File: config.mk
export PLATFORM = sky130hd
export DESIGN_NAME = utf8_to_utf16_transcoder
export DESIGN_NICKNAME = d
export VERILOG_FILES = /design/src/hdl/u8u16_pkg.sv /design/src/hdl/utf8_to_utf16_transcoder.sv /design/src/hdl/u8u16_decode.sv
export SDC_FILE = /design/constraint.sdc
export NUM_CORES = 1
export LEC_CHECK = 0
export ABC_AREA = 1
export BUFFER_PORTS_ARGS = -buffer_cell sky130_fd_sc_hd__buf_4
export CAP_MARGIN = 30
export CELL_PAD_IN_SITES_DETAIL_PLACEMENT = 0
export CELL_PAD_IN_SITES_GLOBAL_PLACEMENT = 1
export CORE_MARGIN = 4
export CORE_UTILIZATION = 45
export CTS_CLUSTER_DIAMETER = 150
export DETAILED_ROUTE_END_ITERATION = 16
export HOLD_SLACK_MARGIN = 0.03
export PLACE_DENSITY_LB_ADDON = 0.1
export SYNTH_ARGS = -nofsm -noshare
export SYNTH_HDL_FRONTEND = slang
export SYNTH_SLANG_ARGS = --single-unit
File: constraint.sdc
create_clock -name clk -period 3.1 [get_ports clk]
set_clock_uncertainty 0.1 [all_clocks]
set_input_delay 0.31 -clock clk [delete_from_list [all_inputs] [get_ports clk]]
set_output_delay 0.31 -clock clk [all_outputs]
set_load 0.01 [all_outputs]
File: src/hdl/u8u16_pkg.sv
package u8u16_pkg;

  localparam int unsigned MaxUnits = 4;

  localparam logic [15:0] ReplChar   = 16'hFFFD;
  localparam logic [15:0] HiSurrBase = 16'hD800;
  localparam logic [15:0] LoSurrBase = 16'hDC00;
  localparam logic [20:0] SuppBase   = 21'h10000;

  // decoder state carried between bytes
  typedef struct packed {
    logic [20:0] pend;
    logic [1:0]  need;
    logic [1:0]  seen;
  } st_t;

  // everything one byte produces
  typedef struct packed {
    logic [MaxUnits-1:0][15:0] units;
    logic [2:0]                n;
    st_t                       st;
  } dec_t;

endpackage

File: src/hdl/utf8_to_utf16_transcoder.sv
// UTF-8 to UTF-16 stream transcoder.
// Input channel: one UTF-8 byte per transaction on in_byte, with in_last
// marking the final byte of a string. Output channel: one UTF-16 code unit
// per transaction on out_code_unit, with out_unit_last on the final unit of
// the string. Surrogate pairs come out high half first.
// Each accepted byte is decoded in the same cycle and its zero to four code
// units are loaded into a result buffer; the first unit is visible in the cycle
// after acceptance. The buffer drains one unit per cycle while out_stall is low.
// Throughput: one byte per cycle while every byte yields at most one unit and
// out_stall is low; a byte that yields several units holds the input until the
// single output port has drained the result buffer. in_stall is low when the
// buffer is empty or its last unit is taken in the same cycle.
// A stall on the output holds the current unit and, while the buffer is not
// empty, stalls the input as well.
// Reset (rst_n low, synchronous) empties the buffer and closes any open
// sequence.
module utf8_to_utf16_transcoder (
  input  logic        clk,
  input  logic        rst_n,
  input  logic        in_valid,
  output logic        in_stall,
  input  logic [7:0]  in_byte,
  input  logic        in_last,
  output logic        out_valid,
  input  logic        out_stall,
  output logic [15:0] out_code_unit,
  output logic        out_unit_last
);
  import u8u16_pkg::*;

  st_t                       st_r;
  logic [2:0]                rem_r;
  logic                      last_r;
  logic [MaxUnits-1:0][15:0] u_r;
  dec_t                      dec;
  logic                      acc;
  logic                      take;

  u8u16_decode u_dec (
    .in_byte (in_byte),
    .in_last (in_last),
    .st      (st_r),
    .dec     (dec)
  );

  assign out_valid     = (rem_r != 3'd0);
  assign take          = out_valid && !out_stall;
  assign in_stall      = (rem_r > 3'd1) || ((rem_r == 3'd1) && out_stall);
  assign acc           = in_valid && !in_stall;
  assign out_code_unit = u_r[0];
  assign out_unit_last = last_r && (rem_r == 3'd1);

  always_ff @(posedge clk) begin
    if (!rst_n) begin
      st_r  <= '0;
      rem_r <= 3'd0;
    end else if (acc) begin
      st_r  <= dec.st;
      rem_r <= dec.n;
    end else if (take) begin
      rem_r <= rem_r - 3'd1;
    end
  end

  always_ff @(posedge clk) begin
    if (acc) begin
      u_r    <= dec.units;
      last_r <= in_last;
    end else if (take) begin
      for (int i = 0; i < MaxUnits - 1; i++) u_r[i] <= u_r[i+1];
    end
  end

  a_rem_bound: assert property (@(posedge clk) disable iff (!rst_n)
    rem_r <= 3'(MaxUnits))
    else $error("result buffer count out of range");

  a_end_closes: assert property (@(posedge clk) disable iff (!rst_n)
    acc && in_last |=> st_r.need == 2'd0)
    else $error("sequence left open after end of string");

  a_idle_clear: assert property (@(posedge clk) disable iff (!rst_n)
    st_r.need == 2'd0 |-> st_r.pend == 21'd0 && st_r.seen == 2'd0)
    else $error("stale sequence state with no sequence open");

  a_seen_lt_need: assert property (@(posedge clk) disable iff (!rst_n)
    st_r.need != 2'd0 |-> st_r.seen < st_r.need)
    else $error("continuation count reached need without completing");

  a_last_has_unit: assert property (@(posedge clk) disable iff (!rst_n)
    acc && in_last |=> rem_r != 3'd0)
    else $error("end of string produced no code unit");

endmodule

File: src/hdl/u8u16_decode.sv
module u8u16_decode (
  input  logic [7:0]      in_byte,
  input  logic            in_last,
  input  u8u16_pkg::st_t  st,
  output u8u16_pkg::dec_t dec
);
  import u8u16_pkg::*;

  logic        is_cont;
  logic        f_ascii;
  logic        f_lead2;
  logic        f_lead3;
  logic        f_lead4;
  logic        f_lead;
  logic [1:0]  f_need;
  logic [20:0] f_pend;
  logic        f_n;
  logic [15:0] f_unit;
  st_t         f_st;
  logic [20:0] pend_new;
  logic [1:0]  seen_inc;
  logic [20:0] v;
  logic [2:0]  ab;

  always_comb begin
    is_cont = (in_byte[7:6] == 2'b10);
    f_ascii = !in_byte[7];
    f_lead2 = (in_byte[7:5] == 3'b110);
    f_lead3 = (in_byte[7:4] == 4'b1110);
    f_lead4 = (in_byte[7:3] == 5'b11110);
    f_lead  = f_lead2 || f_lead3 || f_lead4;
    if (f_lead2) begin
      f_need = 2'd1;
      f_pend = {16'd0, in_byte[4:0]};
    end else if (f_lead3) begin
      f_need = 2'd2;
      f_pend = {17'd0, in_byte[3:0]};
    end else begin
      f_need = 2'd3;
      f_pend = {18'd0, in_byte[2:0]};
    end
    // a lead on the last byte is cut short at once
    f_n    = !f_lead || in_last;
    f_unit = f_ascii ? {8'd0, in_byte} : ReplChar;
    if (f_lead && !in_last) begin
      f_st.pend = f_pend;
      f_st.need = f_need;
      f_st.seen = 2'd0;
    end else begin
      f_st = '0;
    end

    pend_new = {st.pend[14:0], in_byte[5:0]};
    seen_inc = st.seen + 2'd1;
    v        = pend_new - SuppBase;
    ab       = {1'b0, st.seen} + 3'd1;

    for (int i = 0; i < MaxUnits; i++) dec.units[i] = ReplChar;
    dec.n  = 3'd0;
    dec.st = '0;

    if (st.need != 2'd0 && is_cont) begin
      if (seen_inc >= st.need) begin
        if (pend_new[20:16] == 5'd0) begin
          dec.n        = 3'd1;
          dec.units[0] = pend_new[15:0];
        end else begin
          dec.n        = 3'd2;
          dec.units[0] = HiSurrBase + {5'd0, v[20:10]};
          dec.units[1] = LoSurrBase | {6'd0, v[9:0]};
        end
      end else if (in_last) begin
        dec.n = {1'b0, seen_inc} + 3'd1;
      end else begin
        dec.st.pend = pend_new;
        dec.st.need = st.need;
        dec.st.seen = seen_inc;
      end
    end else if (st.need != 2'd0) begin
      // broken sequence: lead and collected bytes, then restart on this byte
      dec.n  = ab + {2'd0, f_n};
      dec.st = f_st;
      if (f_n) dec.units[ab[1:0]] = f_unit;
    end else begin
      dec.n        = {2'd0, f_n};
      dec.units[0] = f_unit;
      dec.st       = f_st;
    end
  end

endmodule
; Word-level counts from Yosys, hierarchy flattened
; Index checks and enable logic that the tools add are counted.
; W data, S select, Z words.
[op_classes]
eq_ne = 6
n_reduce_logical = 21
n_mux = 24
add_sub_neg = 7
magnitude_cmp = 4
bitwise = 5
[op_table]
columns = operator, count
row1 = $mux W48, 3
row2 = $mux W25, 3
row3 = $mux W60, 1
row4 = $not A60 Y60, 1
row5 = $or A60 B60 Y60, 1
row6 = $mux W16, 3
row7 = $mux W44, 1
row8 = $demux W16 S2, 1
row9 = $mux W32, 1
row10 = $mux W30, 1
row11 = $mux W21, 1
row12 = $sub A21 B17 Y21 const B, 1
row13 = $mux W19, 1
row14 = $add A15 B12 Y16 const A, 1
row15 = $mux W14, 1
row16 = $mux W3, 4
row17 = $logic_and A1 B1 Y1, 7
row18 = $add A2 B1 Y3 const B, 2
row19 = $eq A5 B5 Y1 const B, 1
row20 = $logic_not A5 Y1, 1
row21 = $and A4 B4 Y4, 1
row22 = $eq A4 B4 Y1 const B, 1
row23 = $logic_not A1 Y1, 4
row24 = $logic_or A1 B1 Y1, 4
row25 = 19 further kinds, 21
[word_totals]
inputBits = 13
out_inout_bits = 19
elab_cells = 76
ff_bits = 87

; Longest topological paths before layout
[depth]
depth_word = 11
ltp_mapped = 12
ltp_nobuf = 12

; Hierarchy
; From an unflattened synthesis, not the netlist that was laid out.
[hier_totals]
hier_cells = 623
hier_area_um2 = 5092.4
[by_module_without_submodules]
columns = mod, instances, seq_area_each_um2, area_per_inst_um2, cells_each
row1 = utf8_to_utf16_transcoder, 1, 2512.4, 3802.4, 383
row2 = u8u16_decode, 1, 0.0, 1290.0, 240

; Worst setup path after synthesis
; No wires, ideal clock.
[synth_path]
kind = register to register
from = register st_r[0] (netlist bit)
to = register u_r[23] (netlist bit), data pin
path_buffers = 0
synth_period_minus_slack_ns = 2.229
path_stages_with_launch = 13
t_arrival_ns = 1.869
slack_ns = 0.871
t_required_ns = 2.740
setup_time_ns = 0.260
path_cell_list = dfxtp_1 inv_1 ha_1 ha_1 nand2_1 nand3_1 nand2_1 nor2_2 nor2_2 nand2_1 nand2_1 inv_2 o21ai_0
[synth_between]
elab_chain_len = 11
elab_cells_between_ends = 15
cone_classes = 2 x add/sub / 3 x order compare / 7 x mux / 2 x bitwise / 1 x reduce/logical
[synth_rtl]
columns = item, line_no
row1 = "start, declared", utf8_to_utf16_transcoder.sv:31  ; st_t st_r;
row2 = "start signal, assigned", utf8_to_utf16_transcoder.sv:58  ; st_r <= dec.st;
row3 = $add A2 B1 Y3, u8u16_decode.sv:56  ; ab = {1'b0, st.seen} + 3'd1;
row4 = $lt A2 B3 Y1 (implied by the code) or $ge A2 B1 Y1 (tied branches), u8u16_decode.sv:83  ; if (f_n) dec.units[ab[1:0]] = f_unit;
row5 = $logic_and A1 B1 Y1 (implied by the code), u8u16_decode.sv:83
row6 = $mux W16 (implied by the code), u8u16_decode.sv:83
row7 = $demux W16 S2, n/a
row8 = $not A60 Y60 (no line), n/a
row9 = $or A60 B60 Y60 (no line), n/a
row10 = $mux W48, u8u16_decode.sv:83
row11 = $mux W32, u8u16_decode.sv:79  ; end else if (st.need != 2'd0) begin
row12 = $mux W60 (*), u8u16_decode.sv:62  ; if (st.need != 2'd0 && is_cont) begin
row13 = $mux W48 (*), utf8_to_utf16_transcoder.sv:66  ; if (acc) begin
row14 = "end signal, assigned", utf8_to_utf16_transcoder.sv:67  ; u_r <= dec.units;
row15 = "end, declared", utf8_to_utf16_transcoder.sv:34  ; logic [MaxUnits-1:0][15:0] u_r;
; Mark *: on every way between the ends. The rest lies on a longest branch, timed or not.
; A chain may end at the register's enable or synchronous reset.

; Worst setup path in the final report
[layout_path]
from = register st_r[0] (netlist bit)
to = register u_r[25] (netlist bit), data pin
; The elaborated chain is that of the path after synthesis.

==> impl_metrics.tcl <==
set metrics [dict create \
    ys_seq_elements 67 \
    grt_use_met2 0.295 \
    h-tree-depth 3 \
    clkSlewWorstSetupHoldPaths_ps 70 \
    min_path_type "in -> reg" \
    irDropWorstVdd_v 0.000613 \
    nNetsFinal 437 \
    grtUsageMet3 0.0512 \
    worst_ep_required_time_ps 3090 \
    drc 0 \
    start_util 0.461 \
    grt_start_max_net_pins 37 \
    die_h_microns 96.7 \
    finalSetupViolations 0 \
    cts.sinks 67 \
    use_met1 0.242 \
    totalPowerFinal_w 0.00314 \
    worst_r2r_endpoint "u_r[25]" \
    area.growth.synth_to_final_pct 10.3 \
    p_leak_nw 1.47 \
    worst-r2r-cell-count 12 \
    antenna_found_initial 0 \
    gp_congestion 0.825 \
    ys_warn_count 0 \
    ios 32 \
    clock_latency_ps 350 \
    final-hold-violation-count 0 \
    first_pass_iters 4 \
    yosysSeqAreaShare 0.506 \
    dieArea_sq_mm 0.00935 \
    hold_path_startpoint "in_last" \
    ctsResizeCount 0 \
    whs_path_depth 1 \
    post-route-min-period_ps 2620 \
    drv_slew 0 \
    vias 2676 \
    hold_buffers 0 \
    grt_pass1_vias 2721 \
    track_usage 0.186 \
    io_buffers 31 \
    min_period_over_period 0.844 \
    endpoint_kind "flop" \
    core_area_sq_mm 0.00769 \
    dieWidth_microns 96.7 \
    routed_wl_mm 8.20 \
    status "finished, final reports clean" \
    grt_pass1_wl_mm 13.8 \
    cts_tree "built" \
    ant_nets 0 \
    root_buffer "clkbuf_8" \
    synth.avg_cell_area_sq_um 8.99 \
    n_fill_cell 774 \
    via_per_inst 5.16 \
    postCtsSetupBuffers 0 \
    cts_max_path_buffers 2 \
    drive_above_1_share 0.156 \
    rsz0062_at_grt "no" \
    busiest_layer "met2" \
    arrival_ps 2600 \
    synthCells 394 \
    num_antenna_cells 0 \
    place_hpwl_mm 5.96 \
    worstHoldEndpoint "last_r" \
    r2r-start "st_r[0]" \
    fin_setup_tns_ps 0 \
    crit_type "reg -> reg" \
    tightest_slew_ps 544 \
    crit_path_start_kind "flop" \
    pwr_density_cell_mw_per_mm2 803 \
    cts_buffers 9 \
    synth_fp_nets 419 \
    maxCapViolations 0 \
    r2r_setup_slack_ps 480 \
    max_freq_ghz 0.382 \
    gr-total-overflow 0 \
    syn_area_sq_mm 0.00354 \
    slew_headroom 0.637 \
    drtIter0Drc 196 \
    std_cell_rows 32 \
    cp_max_fo 6 \
    yosysUniqueCellTypes 29 \
    wl_per_cell_microns 15.8 \
]
-- cell type report --
class	instances	area (sq um)	share of cell area
tap	102	128	0.0327
multi-input combinational	256	1400	0.357
clock buffer	11	131	0.0336
inverter	42	158	0.0404
sequential	67	1790	0.459
clock inverter	5	32.5	0.00833
timing repair buffer	36	270	0.0692
-- critical path, stage by stage, from the launching register on --
cell and delay, ps:
dfxtp_1 420, inv_1 150, ha_1 340, ha_1 320, nand2_1 60, nand3_1 160
nand2_1 200, nor2_2 210, nor2_2 70, nand2_1 60, nand2_1 100, inv_2 80
o21ai_0 80
-- metrics by stage --
step	hold WS [ps]	area, sq um	util	setup slack [ps]	cells
2_1_floorplan	309	3540	-	871	394
3_3_place_gp	349	3740	0.487	588	503
3_5_place_dp	357	3740	0.487	527	503
4_1_cts	85.4	3910	0.508	504	519
5_1_grt	88.1	3910	0.508	198	519
6_report	104	3910	0.508	484	519
-- metal layers --
metal | part of all wire | wire, microns
met1 | 0.46 | 3730
met2 | 0.48 | 3910
met3 | 0.049 | 403
met4 | 0.019 | 153
met5 | 0 | 0
-- worst max path at each step --
stage                       start        to  slack (ps)  cells past startpoint
after floorplan           st_r[0]   u_r[23]         870                     12
after global placement    st_r[0]   u_r[23]         590                     12
after detailed placement  st_r[0]   u_r[25]         530                     12
after CTS                 st_r[0]   u_r[25]         500                     12
after global routing      st_r[0]  st_r[10]         200                     10
final                     st_r[0]   u_r[25]         480                     12
-- cell families (layout without fill, tap and decap cells) --
logic type / count (synthesis) / after routing / synth area share
and+or+nand+nor: 146 / 146 / 0.173
DFF: 67 / 67 / 0.506
buffers and inverters: 71 / 94 / 0.100
AOI/OAI and AO/OA: 95 / 95 / 0.169
xor gates and xnor gates: 3 / 3 / 0.00742
adders and majority gates: 12 / 12 / 0.0445
-- registers in the layout, indices dropped and copies added, names as in the netlist --
name,flops
st_r,19
u_r,28
rem_r,3
out_code_unit,16
last_r,1
-- Yosys cell counts --
| cell type | n | area share |
|---|---|---|
| xor2_1 | 3 | 0.0074 |
| a22o_1 | 1 | 0.0025 |
| a2bb2oi_1 | 20 | 0.049 |
| buf_2 | 7 | 0.0099 |
| buf_4 | 21 | 0.045 |
| a21oi_1 | 30 | 0.042 |
| clkinv_1 | 1 | 0.0011 |
| o211ai_1 | 10 | 0.021 |
| clkbuf_1 | 1 | 0.0011 |
| nand3_1 | 15 | 0.021 |
| o31ai_1 | 3 | 0.0064 |
| nor2_1 | 24 | 0.025 |
| o21ai_1 | 6 | 0.0085 |
| a31oi_1 | 1 | 0.0018 |
| nand3_4 | 1 | 0.0049 |
| nor3_1 | 2 | 0.0028 |
| edfxtp_1 | 45 | 0.38 |
| inv_1 | 37 | 0.039 |
| nor2_2 | 10 | 0.018 |
| nand4_1 | 1 | 0.0018 |
| or2_1 | 1 | 0.0018 |
| o21ai_0 | 20 | 0.028 |
| a21boi_1 | 1 | 0.0021 |
| o21a_1 | 3 | 0.0064 |
| inv_2 | 4 | 0.0042 |
| nand2_1 | 92 | 0.098 |
| dfxtp_1 | 22 | 0.12 |
| ha_1 | 11 | 0.039 |
| fa_1 | 1 | 0.0057 |
-- cell usage in the layout, fill, tap and decap left out --
cell	n
o211ai_1	10
clkinv_1	1
fa_1	1
nand2_1	92
a21oi_1	30
o21a_1	3
nand4_1	1
or2_1	1
nor2_2	10
o31ai_1	3
nor2_1	24
xor2_1	3
nand3_1	15
edfxtp_1	45
inv_1	37
buf_4	36
clkbuf_1	2
clkbuf_8	9
inv_2	4
clkinvlp_4	3
clkinv_2	2
a22o_1	1
a21boi_1	1
dfxtp_1	22
nor3_1	2
nand3_4	1
o21ai_1	6
ha_1	11
o21ai_0	20
a31oi_1	1
a2bb2oi_1	20
-- power breakdown --
part           internal (W)  total [W]  leakage, nW  switching [W]
registers           0.00128    0.00135        0.533      0.0000710
clock network      0.000287   0.000619       0.0753       0.000332
logic              0.000424    0.00116        0.858       0.000738
total               0.00199    0.00314         1.47        0.00114
Power figures use the tool's default switching activity.
